[src/rtl/bit_vector_alu_macros.svh]
// Assertion macros for the ALU top level.
// Each macro samples on clk and is disabled while rst_n is low.
`ifndef BIT_VECTOR_ALU_MACROS_SVH
`define BIT_VECTOR_ALU_MACROS_SVH

// Consequent must hold in the same cycle as the antecedent.
`define BVA_ASSERT_SAME(lbl, ante, cons) \
    lbl: assert property (@(posedge clk) disable iff (!rst_n) (ante) |-> (cons)) \
        else $error("bit_vector_alu: same-cycle check failed");

// Consequent must hold in the cycle after the antecedent.
`define BVA_ASSERT_NEXT(lbl, ante, cons) \
    lbl: assert property (@(posedge clk) disable iff (!rst_n) (ante) |=> (cons)) \
        else $error("bit_vector_alu: next-cycle check failed");

// Expression must hold at every edge.
`define BVA_ASSERT_ALWAYS(lbl, expr) \
    lbl: assert property (@(posedge clk) disable iff (!rst_n) (expr)) \
        else $error("bit_vector_alu: invariant failed");

`endif

[src/rtl/bva_pkg.sv]
`default_nettype none

package bva_pkg;

    // Field widths of the words on the ports
    localparam int CMD_W = 4;
    localparam int DATA_W = 32;
    localparam int AMT_W = 6;

    // Operand bits consumed per multiplier step
    localparam int MUL_CHUNK = 16;

    typedef enum logic [CMD_W-1:0] {
        CMD_SHL  = 4'd0,
        CMD_SHR  = 4'd1,
        CMD_ASHL = 4'd2,
        CMD_ASHR = 4'd3,
        CMD_ROL  = 4'd4,
        CMD_ROR  = 4'd5,
        CMD_NOT  = 4'd6,
        CMD_INC  = 4'd7,
        CMD_DEC  = 4'd8,
        CMD_ADD  = 4'd9,
        CMD_MUL  = 4'd10,
        CMD_DIV  = 4'd11,
        CMD_AND  = 4'd12,
        CMD_OR   = 4'd13,
        CMD_XOR  = 4'd14
    } op_t;

    typedef struct packed {
        logic [CMD_W-1:0]  cmd;
        logic [DATA_W-1:0] operand_a;
        logic [DATA_W-1:0] operand_b;
        logic [AMT_W-1:0]  shift_amount;
    } in_word_t;

    typedef struct packed {
        logic [DATA_W-1:0] result_value;
        logic [DATA_W-1:0] shifted_out;
        logic              carry_flag;
        logic              divide_error;
    } out_word_t;

    typedef enum logic [1:0] {
        ST_IDLE,
        ST_MUL,
        ST_DIV,
        ST_EXEC
    } state_t;

    // Commands from the controller to the datapath
    typedef struct packed {
        logic load;
        logic mul_step;
        logic div_step;
        logic out_load;
    } ctrl_t;

    // Status from the datapath to the controller
    typedef struct packed {
        logic start_mul;
        logic start_div;
    } stat_t;

endpackage

`default_nettype wire

[src/rtl/bva_ctrl.sv]
`default_nettype none

module bva_ctrl #(
    parameter int WIDTH = 32
) (
    input  wire logic           clk,
    input  wire logic           rst_n,
    input  wire logic           op_valid,
    output logic                op_ready,
    output logic                res_valid,
    input  wire logic           res_ready,
    input  wire bva_pkg::stat_t stat,
    output bva_pkg::ctrl_t      ctrl
);

    localparam int CH = (WIDTH < bva_pkg::MUL_CHUNK) ? WIDTH : bva_pkg::MUL_CHUNK;
    localparam int MUL_STEPS = (WIDTH + CH - 1) / CH;
    localparam int CNT_W = $clog2(WIDTH);

    bva_pkg::state_t state_reg, state_next;
    logic [CNT_W-1:0] cnt_reg, cnt_next;
    logic res_valid_reg, res_valid_next;
    logic slot_free;

    // Hold state, step counter and result flag
    always_ff @(posedge clk or negedge rst_n)
    begin
        if (!rst_n)
        begin
            state_reg     <= bva_pkg::ST_IDLE;
            cnt_reg       <= '0;
            res_valid_reg <= 1'b0;
        end
        else
        begin
            state_reg     <= state_next;
            cnt_reg       <= cnt_next;
            res_valid_reg <= res_valid_next;
        end
    end

    // Sequence one word: load, iterate if needed, then hand the result over
    always_comb
    begin
        state_next = state_reg;
        cnt_next   = cnt_reg;
        ctrl       = '0;
        slot_free  = !res_valid_reg || res_ready;
        case (state_reg)
            bva_pkg::ST_IDLE:
            begin
                if (op_valid)
                begin
                    ctrl.load = 1'b1;
                    if (stat.start_mul)
                    begin
                        state_next = bva_pkg::ST_MUL;
                        cnt_next   = CNT_W'(MUL_STEPS - 1);
                    end
                    else if (stat.start_div)
                    begin
                        state_next = bva_pkg::ST_DIV;
                        cnt_next   = CNT_W'(WIDTH - 1);
                    end
                    else
                    begin
                        state_next = bva_pkg::ST_EXEC;
                    end
                end
            end
            bva_pkg::ST_MUL:
            begin
                ctrl.mul_step = 1'b1;
                if (cnt_reg == '0)
                begin
                    state_next = bva_pkg::ST_EXEC;
                end
                else
                begin
                    cnt_next = cnt_reg - CNT_W'(1);
                end
            end
            bva_pkg::ST_DIV:
            begin
                ctrl.div_step = 1'b1;
                if (cnt_reg == '0)
                begin
                    state_next = bva_pkg::ST_EXEC;
                end
                else
                begin
                    cnt_next = cnt_reg - CNT_W'(1);
                end
            end
            bva_pkg::ST_EXEC:
            begin
                // Wait until the output register is free or being drained
                if (slot_free)
                begin
                    ctrl.out_load = 1'b1;
                    state_next    = bva_pkg::ST_IDLE;
                end
            end
            default:
            begin
                state_next = bva_pkg::ST_IDLE;
            end
        endcase
        res_valid_next = ctrl.out_load || (res_valid_reg && !res_ready);
    end

    assign op_ready  = (state_reg == bva_pkg::ST_IDLE);
    assign res_valid = res_valid_reg;

endmodule

`default_nettype wire

[src/rtl/bva_dp.sv]
`default_nettype none

module bva_dp #(
    parameter int WIDTH = 32
) (
    input  wire logic              clk,
    input  wire bva_pkg::in_word_t op,
    input  wire bva_pkg::ctrl_t    ctrl,
    output bva_pkg::stat_t         stat,
    output bva_pkg::out_word_t     res
);

    localparam int CH = (WIDTH < bva_pkg::MUL_CHUNK) ? WIDTH : bva_pkg::MUL_CHUNK;
    localparam int ROT_W = $clog2(WIDTH);
    localparam int NS_W = $clog2(WIDTH + 1);
    localparam int AMT_W = bva_pkg::AMT_W;

    logic [WIDTH-1:0] in_a, in_b;

    bva_pkg::op_t cmd_reg, cmd_next;
    logic [WIDTH-1:0] a_reg, a_next;
    logic [WIDTH-1:0] b_reg, b_next;
    logic [AMT_W-1:0] n_reg, n_next;
    logic [WIDTH-1:0] x_reg, x_next;
    logic [WIDTH-1:0] y_reg, y_next;
    logic [WIDTH-1:0] acc_reg, acc_next;
    logic [WIDTH-1:0] q_reg, q_next;
    logic [WIDTH-1:0] rem_reg, rem_next;
    logic [WIDTH-1:0] d_reg, d_next;
    logic neg_reg, neg_next;
    bva_pkg::out_word_t res_reg, res_next;

    logic [WIDTH+CH-1:0] prod;
    logic [WIDTH:0] trial;
    logic [WIDTH:0] trial_diff;

    logic [NS_W-1:0] ns;
    logic [ROT_W-1:0] rot;
    logic [2*WIDTH-1:0] wide_l, wide_r, rot_l, rot_r;
    logic [WIDTH-1:0] low_mask, sra, quo;
    logic [WIDTH:0] inc_sum, dec_diff;
    logic [WIDTH-1:0] r_val, r_sh;
    logic r_carry, r_derr;

    assign in_a = WIDTH'(op.operand_a);
    assign in_b = WIDTH'(op.operand_b);

    // Tell the controller which words need the iterative units
    assign stat.start_mul = (op.cmd == bva_pkg::CMD_MUL);
    assign stat.start_div = (op.cmd == bva_pkg::CMD_DIV) && (in_b != '0);

    // One multiplier step: low chunk of y times x, then advance both
    assign prod = (WIDTH + CH)'(x_reg) * (WIDTH + CH)'(y_reg[CH-1:0]);

    // One restoring divide step: shift in the next dividend bit, try subtract
    assign trial      = {rem_reg, q_reg[WIDTH-1]};
    assign trial_diff = trial - {1'b0, d_reg};

    // Load, iterate and capture
    always_comb
    begin
        cmd_next = cmd_reg;
        a_next   = a_reg;
        b_next   = b_reg;
        n_next   = n_reg;
        x_next   = x_reg;
        y_next   = y_reg;
        acc_next = acc_reg;
        q_next   = q_reg;
        rem_next = rem_reg;
        d_next   = d_reg;
        neg_next = neg_reg;
        res_next = res_reg;
        if (ctrl.load)
        begin
            cmd_next = bva_pkg::op_t'(op.cmd);
            a_next   = in_a;
            b_next   = in_b;
            n_next   = op.shift_amount;
            x_next   = in_a;
            y_next   = in_b;
            acc_next = '0;
            q_next   = in_a[WIDTH-1] ? (~in_a + WIDTH'(1)) : in_a;
            d_next   = in_b[WIDTH-1] ? (~in_b + WIDTH'(1)) : in_b;
            rem_next = '0;
            neg_next = in_a[WIDTH-1] ^ in_b[WIDTH-1];
        end
        if (ctrl.mul_step)
        begin
            acc_next = acc_reg + prod[WIDTH-1:0];
            x_next   = x_reg << CH;
            y_next   = y_reg >> CH;
        end
        if (ctrl.div_step)
        begin
            if (!trial_diff[WIDTH])
            begin
                rem_next = trial_diff[WIDTH-1:0];
                q_next   = {q_reg[WIDTH-2:0], 1'b1};
            end
            else
            begin
                rem_next = trial[WIDTH-1:0];
                q_next   = {q_reg[WIDTH-2:0], 1'b0};
            end
        end
        if (ctrl.out_load)
        begin
            res_next.result_value = bva_pkg::DATA_W'(r_val);
            res_next.shifted_out  = bva_pkg::DATA_W'(r_sh);
            res_next.carry_flag   = r_carry;
            res_next.divide_error = r_derr;
        end
    end

    always_ff @(posedge clk)
    begin
        cmd_reg <= cmd_next;
        a_reg   <= a_next;
        b_reg   <= b_next;
        n_reg   <= n_next;
        x_reg   <= x_next;
        y_reg   <= y_next;
        acc_reg <= acc_next;
        q_reg   <= q_next;
        rem_reg <= rem_next;
        d_reg   <= d_next;
        neg_reg <= neg_next;
        res_reg <= res_next;
    end

    // Saturate the shift amount at WIDTH
    always_comb
    begin
        if ({1'b0, n_reg} > (AMT_W + 1)'(WIDTH))
        begin
            ns = NS_W'(WIDTH);
        end
        else
        begin
            ns = NS_W'(n_reg);
        end
    end

    // Rotate amount modulo WIDTH from a constant table
    always_comb
    begin
        rot = '0;
        for (int i = 0; i < (1 << AMT_W); i++)
        begin
            if (n_reg == AMT_W'(i))
            begin
                rot = ROT_W'(i % WIDTH);
            end
        end
    end

    // Shifters, rotators and incrementers on the held operand
    assign wide_l   = {WIDTH'(0), a_reg} << ns;
    assign wide_r   = {a_reg, WIDTH'(0)} >> ns;
    assign low_mask = ~({WIDTH{1'b1}} << ns);
    assign rot_l    = {a_reg, a_reg} << rot;
    assign rot_r    = {a_reg, a_reg} >> rot;
    assign sra      = WIDTH'($signed(a_reg) >>> ns);
    assign inc_sum  = {1'b0, a_reg} + (WIDTH + 1)'(1);
    assign dec_diff = {1'b0, a_reg} - (WIDTH + 1)'(1);
    assign quo      = neg_reg ? (~q_reg + WIDTH'(1)) : q_reg;

    // Select the result fields by opcode
    always_comb
    begin
        r_val   = '0;
        r_sh    = '0;
        r_carry = 1'b0;
        r_derr  = 1'b0;
        case (cmd_reg)
            bva_pkg::CMD_SHL:
            begin
                r_val = wide_l[WIDTH-1:0];
                r_sh  = wide_l[2*WIDTH-1:WIDTH];
            end
            bva_pkg::CMD_ASHL:
            begin
                r_val = {a_reg[WIDTH-1], wide_l[WIDTH-2:0]};
                r_sh  = wide_l[2*WIDTH-1:WIDTH];
            end
            bva_pkg::CMD_SHR:
            begin
                r_val = wide_r[2*WIDTH-1:WIDTH];
                r_sh  = a_reg & low_mask;
            end
            bva_pkg::CMD_ASHR:
            begin
                // A full-width shift clears the value whatever the sign
                r_val = (ns == NS_W'(WIDTH)) ? '0 : sra;
                r_sh  = a_reg & low_mask;
            end
            bva_pkg::CMD_ROL:
            begin
                r_val = rot_l[2*WIDTH-1:WIDTH];
            end
            bva_pkg::CMD_ROR:
            begin
                r_val = rot_r[WIDTH-1:0];
            end
            bva_pkg::CMD_NOT:
            begin
                r_val = ~a_reg;
            end
            bva_pkg::CMD_INC:
            begin
                r_val   = inc_sum[WIDTH-1:0];
                r_carry = inc_sum[WIDTH];
            end
            bva_pkg::CMD_DEC:
            begin
                r_val   = dec_diff[WIDTH-1:0];
                r_carry = (a_reg == '0);
            end
            bva_pkg::CMD_ADD:
            begin
                r_val = a_reg + b_reg;
            end
            bva_pkg::CMD_MUL:
            begin
                r_val = acc_reg;
            end
            bva_pkg::CMD_DIV:
            begin
                if (b_reg == '0)
                begin
                    r_derr = 1'b1;
                end
                else
                begin
                    r_val = quo;
                end
            end
            bva_pkg::CMD_AND:
            begin
                r_val = a_reg & b_reg;
            end
            bva_pkg::CMD_OR:
            begin
                r_val = a_reg | b_reg;
            end
            bva_pkg::CMD_XOR:
            begin
                r_val = a_reg ^ b_reg;
            end
            default:
            begin
                r_val = '0;
            end
        endcase
    end

    assign res = res_reg;

endmodule

`default_nettype wire

[src/rtl/bit_vector_alu.sv]
`default_nettype none

// Bit-vector ALU on WIDTH-bit values (ports carry 32-bit fields, zero-extended
// or truncated to WIDTH inside): shifts that also return the bits shifted out,
// rotates, invert, increment and decrement with carry, wrapping add and
// multiply, signed truncating divide with a divide-by-zero flag, and bitwise
// logic. One result word per operation word. A word is loaded, then goes to
// the output stage; multiply first runs the 16-bit-per-step partial product
// multiplier, and divide by a nonzero divisor first runs the restoring
// divider that retires one quotient bit per cycle, while a divide by zero
// skips the divider. A new word is taken only once the last one has reached
// the output stage. A finished result waits in its own output register, so
// the next word is accepted while it is pending; that next word then holds
// in its output stage until the pending result drains.

`include "bit_vector_alu_macros.svh"

module bit_vector_alu #(
    parameter int WIDTH = 32
) (
    input  wire logic               clk,
    input  wire logic               rst_n,
    input  wire logic               op_valid,
    output logic                    op_ready,
    input  wire bva_pkg::in_word_t  op,
    output logic                    res_valid,
    input  wire logic               res_ready,
    output bva_pkg::out_word_t      res
);

    bva_pkg::ctrl_t ctrl;
    bva_pkg::stat_t stat;

    bva_ctrl #(
        .WIDTH(WIDTH)
    ) u_ctrl (
        .clk       (clk),
        .rst_n     (rst_n),
        .op_valid  (op_valid),
        .op_ready  (op_ready),
        .res_valid (res_valid),
        .res_ready (res_ready),
        .stat      (stat),
        .ctrl      (ctrl)
    );

    bva_dp #(
        .WIDTH(WIDTH)
    ) u_dp (
        .clk  (clk),
        .op   (op),
        .ctrl (ctrl),
        .stat (stat),
        .res  (res)
    );

    // A load, a multiply step and a divide step never overlap
    `BVA_ASSERT_ALWAYS(a_cmd_exclusive, $onehot0({ctrl.load, ctrl.mul_step, ctrl.div_step}))
    // A pending result is never overwritten
    `BVA_ASSERT_SAME(a_no_overwrite, ctrl.out_load, !res_valid || res_ready)
    // The block is busy in the cycle after it takes a word
    `BVA_ASSERT_NEXT(a_busy_after_load, ctrl.load, !op_ready)

endmodule

`default_nettype wire
[config.mk]
export PLATFORM = sky130hd
export DESIGN_NAME = bit_vector_alu
export DESIGN_NICKNAME = d
export VERILOG_FILES = /design/src/rtl/bva_pkg.sv /design/src/rtl/bva_ctrl.sv /design/src/rtl/bva_dp.sv /design/src/rtl/bit_vector_alu.sv
export VERILOG_INCLUDE_DIRS = /design/src /design/src/rtl
export SDC_FILE = /design/constraint.sdc
export NUM_CORES = 2
export LEC_CHECK = 0
export BUFFER_PORTS_ARGS = -buffer_cell sky130_fd_sc_hd__buf_2
export CAP_MARGIN = 20
export CORE_MARGIN = 10
export CORE_UTILIZATION = 29
export CTS_CLUSTER_SIZE = 16
export DETAILED_ROUTE_END_ITERATION = 6
export PLACE_DENSITY = 0.49
export REMOVE_ABC_BUFFERS = 1
export SYNTH_ARGS = -nofsm -noshare
export SYNTH_HDL_FRONTEND = slang
export SYNTH_SLANG_ARGS = --single-unit
[constraint.sdc]
create_clock -name clk -period 8.8 [get_ports clk]
set_input_delay 1.76 -clock clk [delete_from_list [all_inputs] [get_ports clk]]
set_output_delay 1.76 -clock clk [all_outputs]
set_load 0.01 [all_outputs]
# [Yosys cells after proc, flatten, opt, wreduce, memory -nomap -nowiden]
# Cells that the tools add are included.
[totals] reg_bits=341 inputBits=78 out_inout_bits=68 word_cells=257
[classes] n_addsub=9 multipliers=1 n_lt_le_gt_ge=1 eq_ne=88 shifts=6 muxes=101 bitwise_logic=10 reduce_logical=20
[op_table] cell="32-bit one-hot mux with 15 select lines" n=1
[op_table] cell="32-bit 2-to-1 mux" n=12
[op_table] cell="5-bit 2-to-1 mux" n=52
[op_table] cell="6-bit == test (second input constant)" n=33
[op_table] cell="32-bit NOT" n=5
[op_table] cell="32-bit by 1-bit adder with 32-bit output (second input constant)" n=3
[op_table] cell="6-bit by 5-bit == test with 1-bit output (second input constant)" n=16
[op_table] cell="32-bit adder" n=2
[op_table] cell="32-bit AND" n=2
[op_table] cell="32-bit logical NOT" n=2
[op_table] cell="32-bit one-hot mux with 2 select lines" n=1
[op_table] cell="32-bit by 6-bit left shift with 64-bit output" n=1
[op_table] cell="64-bit by 5-bit left shift with 64-bit output" n=1
[op_table] cell="64-bit by 5-bit >> shifter with 32-bit output" n=1
[op_table] cell="64-bit by 6-bit >> shifter with 64-bit output" n=1
[op_table] cell="6-bit by 4-bit == test with 1-bit output (second input constant)" n=8
[op_table] cell="4-bit == test (second input constant)" n=9
[op_table] cell="32-bit by 1-bit adder with 33-bit output (second input constant)" n=1
[op_table] cell="33-bit by 32-bit subtractor with 33-bit output" n=1
[op_table] cell="32-bit by 16-bit multiplier with 32-bit output" n=1
[op_table] cell="16-bit 2-to-1 mux" n=2
[op_table] cell="4-bit 2-to-1 mux" n=8
[op_table] cell="32-bit OR" n=1
[op_table] cell="32-bit nonzero test" n=1
[op_table] cell="other kinds (36)" n=71

# [Logic depth before layout (Yosys ltp)]
[logic_depth] depth_word=66 mapped_depth=27

# [Cells and area by module]
# A second synthesis with hierarchy kept.
[unflattened] cells_unflattened=4635 hier_area_um2=41761.3
[by_module_without_submodules] mod="bva_dp" instances=1 cells_per_inst=4572 area_each_um2=41169.5
[by_module_without_submodules] mod="bva_ctrl" instances=1 cells_per_inst=63 area_each_um2=591.8

# [Worst setup path after synthesis]
# Ideal clock, no wire load.
[synth_path] kind="register -> register" start="register u_dp.y_reg[4]" end="register u_dp.acc_reg[24] (data pin)" setup_time_ns=0.255 arrival_time_ns=6.441 t_required_ns=8.545 path_slack_ns=2.104 stages_incl_launch_ff=24 period_less_slack_ns=6.696 cell_sequence="edfxtp_1 > clkbuf_1 > clkbuf_1 > nand2_1 > fa_1 > inv_1 > fa_1 > inv_1 > fa_1 > fa_1 > inv_1 > fa_1 > fa_1 > ha_1 > and3_1 > a221o_1 > nor3_1 > a21oi_1 > a221o_1 > a2111oi_0 > o21bai_1 > a21oi_1 > xnor2_1 > and2_1"
[synth_via] elab_chain_cells=3
[synth_lines] element="start: declaration" line="bva_dp.sv:25" rtl="logic [WIDTH-1:0] y_reg, y_next;"
[synth_lines] element="start signal: assignment" line="bva_dp.sv:123" rtl="y_reg <= y_next;"
[synth_lines] element="32-bit by 16-bit multiplier with 32-bit output" line="bva_dp.sv:53" rtl="assign prod = (WIDTH + CH)'(x_reg) * (WIDTH + CH)'(y_reg[CH-1:0]);"
[synth_lines] element="32-bit adder" line="bva_dp.sv:90" rtl="acc_next = acc_reg + prod[WIDTH-1:0];"
[synth_lines] element="32-bit 2-to-1 mux" line="bva_dp.sv:88" rtl="if (ctrl.mul_step)"
[synth_lines] element="end signal: assignment" line="bva_dp.sv:124" rtl="acc_reg <= acc_next;"
[synth_lines] element="end: declaration" line="bva_dp.sv:26" rtl="logic [WIDTH-1:0] acc_reg, acc_next;"
# Every way passes these cells.
# A chain may end at the register's enable or synchronous reset.

# [Worst setup path after layout]
[layout_path] start="register u_dp.x_reg[8]" end="register u_dp.acc_reg[31] (data pin)"
[layout_via] elab_chain_cells=3
[layout_lines] element="start: declaration" line="bva_dp.sv:24" rtl="logic [WIDTH-1:0] x_reg, x_next;"
[layout_lines] element="start signal: assignment" line="bva_dp.sv:122" rtl="x_reg <= x_next;"
[layout_lines] element="32-bit by 16-bit multiplier with 32-bit output" line="bva_dp.sv:53"
[layout_lines] element="32-bit adder" line="bva_dp.sv:90"
[layout_lines] element="32-bit 2-to-1 mux" line="bva_dp.sv:88"
# Every way passes these cells.

==> flow_summary_export.csv <==
group,metric,value,unit
die,die_area,157000,µm²
synth,synthXorXnorAreaFrac,0.0463,
synth,yosysTopAreaCell,"edfxtp_1",
hold_path,hold_class,"reg2reg",
placed_design,port_buffers,145,
grt,grt_pass1_wl,259000,µm
outcome,status,"finished, final reports clean",
clocking,post-cts-setup-buffers,0,
die,initial_core_util,0.293,
finish,fin_nets,5437,
finish,nFillCells,14898,
finish,drive_above_1_share,0.0883,
placed_design,place_congestion,1.03,
synth,synth_adder_area_share,0.227,
synth,synth_area_leaders,"edfxtp_1, fa_1, nand2_1",
drt,route.detailed.drc,0,
drt,route.layer.met1.wl,77400,µm
worst_setup_path,startpoint,"u_dp.x_reg[8]",
synth,synth.top_cell.area_share,0.219,
drt,totalWireLength,179000,µm
synth,seq_area_frac_synth,0.240,
grt,track_usage,0.220,
finish,final_common_cell,"nand2_1",
worst_setup_path,slowest_stage,"dfxtp_1",
die,core_area,140000,µm²
drt,vias_per_cell,5.51,
die,ios,146,
worst_setup_path,crit_arrival,7880,ps
synth,postSynthAreaPerCell,8.47,µm²
run,drv_cap,0,
timing,skew,25.4,ps
timing,grt_setup_unrepaired,"no",
drt,drtPass1Iterations,6,
drt,via_count,37104,
worst_setup_path,path_max_fanout,18,
grt,antenna_found_initial,17,
worst_setup_path,critPathMaxStageDelay,890,ps
grt,overflow,0,
timing,worst-slew-pin-transition,1210,ps
timing,min_period_over_period,0.844,
drt,top_layer,"met5",
worst_setup_path,required,9250,ps
clocking,cts_made_buffers,43,
worst_setup_path,start_kind,"flop",
drt,drt_iter0_drc,4152,
synth,ys_seq_elements,340,
clocking,cts_hold_buf,0,
finish,area_delta_synth_final,10.4,%
placed_design,place_hpwl,137000,µm
timing,setup_tns,0,ps
clocking,cts_resized,0,
synth,syn_area,41000,µm²
worst_setup_path,crit_type,"reg2reg",
timing,drv_slew,0,
worst_setup_path,reg2reg_from,"u_dp.x_reg[8]",
synth,synthCells,4845,
finish,layout_common_cells,"nand2_1, inv_1, nor2_1",
clocking,htreeDepth,2,
synth,synthMuxAreaShare,0.0767,
worst_setup_path,ff2ff_path_depth,21,
die,rows,137,
grt,grt_max_degree,89,
clocking,cts_root_buf,"clkbuf_16",
synth,yosys.cell_types.count,81,
worst_setup_path,cp.depth,21,
timing,timing.final.crit_period,7430,ps
hold_path,whs_path_depth,2,
synth,synth_compound_area_frac,0.161,
grt,grt_pass1_vias,36389,
clocking,tritoncts,"done",
clocking,cts.sinks,340,
clocking,clock_latency,630,ps
timing,clock.fmax,135,MHz
drt,met3WireLength,14700,µm
worst_setup_path,crit_chain,"nand2_1 -> fa_1 -> inv_1 -> fa_1 -> fa_1 -> fa_1 -> inv_1 -> fa_1 -> inv_1 -> fa_1 -> ha_1 -> a21o_1 -> a21oi_1 -> nor3b_1 -> a21oi_1 -> o221ai_1 -> o21ai_0 -> o41ai_1 -> a21oi_1 -> or3_1 -> a21boi_0",
drt,wl_met2,76300,µm
synth,synth_edf_count,300,
worst_setup_path,endpoint_kind,"flop",
clocking,cts.clk_slew.worst_paths,60,ps
timing,slew_headroom,0.176,
finish,largest_reg_flops,66,
synth,yosys.area_share.simple,0.172,
worst_setup_path,crit_buf_inv,3,
synth,synth_top_family_by_area,"adder cells",
synth,yosysWarningCount,0,
clocking,clock_path_buffers,3,
die,die_y,396,µm
synth,async_flop_share,0.0235,
synth,ys.flop_type,"edfxtp_1",
worst_setup_path,crit_top_cell,"fa_1",
timing,setup_viol,0,
worst_setup_path,cp_top_family,"adder cells",
timing,final_hold_viol_count,0,
drt,detail-route-antenna-nets,0,
die,die_w,396,µm
drt,wl_per_cell,26.5,µm
hold_path,min_from,"u_dp.y_reg[22]",
-- path summary, 6_finish.rpt --
path                                            end  slack (ps)
max in group asynchronous       u_ctrl.state_reg[1]        7670
worst min-delay path                 u_dp.y_reg[22]         460
min in group asynchronous          u_ctrl.res_valid         970
worst min register to register       u_dp.y_reg[22]         460
worst max-delay path               u_dp.acc_reg[31]        1370
worst max register to register     u_dp.acc_reg[31]        1370
-- tightest hold or removal path, cell delays in order (launching register included) --
cell	delay, ps
dfxtp_1	310
nand2_1	50
a21oi_1	50
-- cell families after synthesis --
family / count (synthesis)
xor gates and xnor gates: 217
and+or+nand+nor: 1568
AOI/OAI and AO/OA: 1052
adders and majority gates: 542
muxes: 291
buffers and inverters: 835
DFF: 340
-- metrics by stage --
step | utilization | hold WS (ps) | setup slack (ps) | instance area, µm² | std cells
after floorplan | - | 433 | 2080 | 39800 | 4511
final | 0.324 | 458 | 1370 | 45300 | 6731
after detailed placement | 0.313 | 447 | 1470 | 43800 | 6648
after CTS | 0.324 | 456 | 1380 | 45300 | 6724
after global routing | 0.324 | 473 | 962 | 45300 | 6728
after global placement | 0.313 | 440 | 1380 | 43800 | 6648
-- area by class of cell --
cell class | count | area, µm² | area share
multi-input combinational | 3670 | 28100 | 0.621
sequential | 340 | 9850 | 0.217
tap | 1876 | 2350 | 0.0518
inverter | 501 | 1890 | 0.0416
timing repair buffer | 261 | 1600 | 0.0352
clock buffer | 47 | 1100 | 0.0243
clock inverter | 29 | 399 | 0.00881
antenna | 7 | 17.5 | 0.000386
-- metal layers --
metal / vias to the layer above / track usage
li1: 16496 / -
met1: 18355 / 0.303
met2: 1847 / 0.333
met3: 396 / 0.0315
met4: 10 / 0.109
met5: - / 0
-- Yosys cell counts, types with 88 or more instances --
cell	n
nor2_1	358
a21oi_1	271
mux2i_1	247
o21ai_0	307
fa_1	336
and2_1	137
ha_1	206
xnor2_1	129
edfxtp_1	300
xor2_1	88
nand2_1	704
inv_1	496
clkbuf_1	295
Power is not shown: default switching activity piles up to over one toggle a cycle in this logic, so the estimate is an artifact.
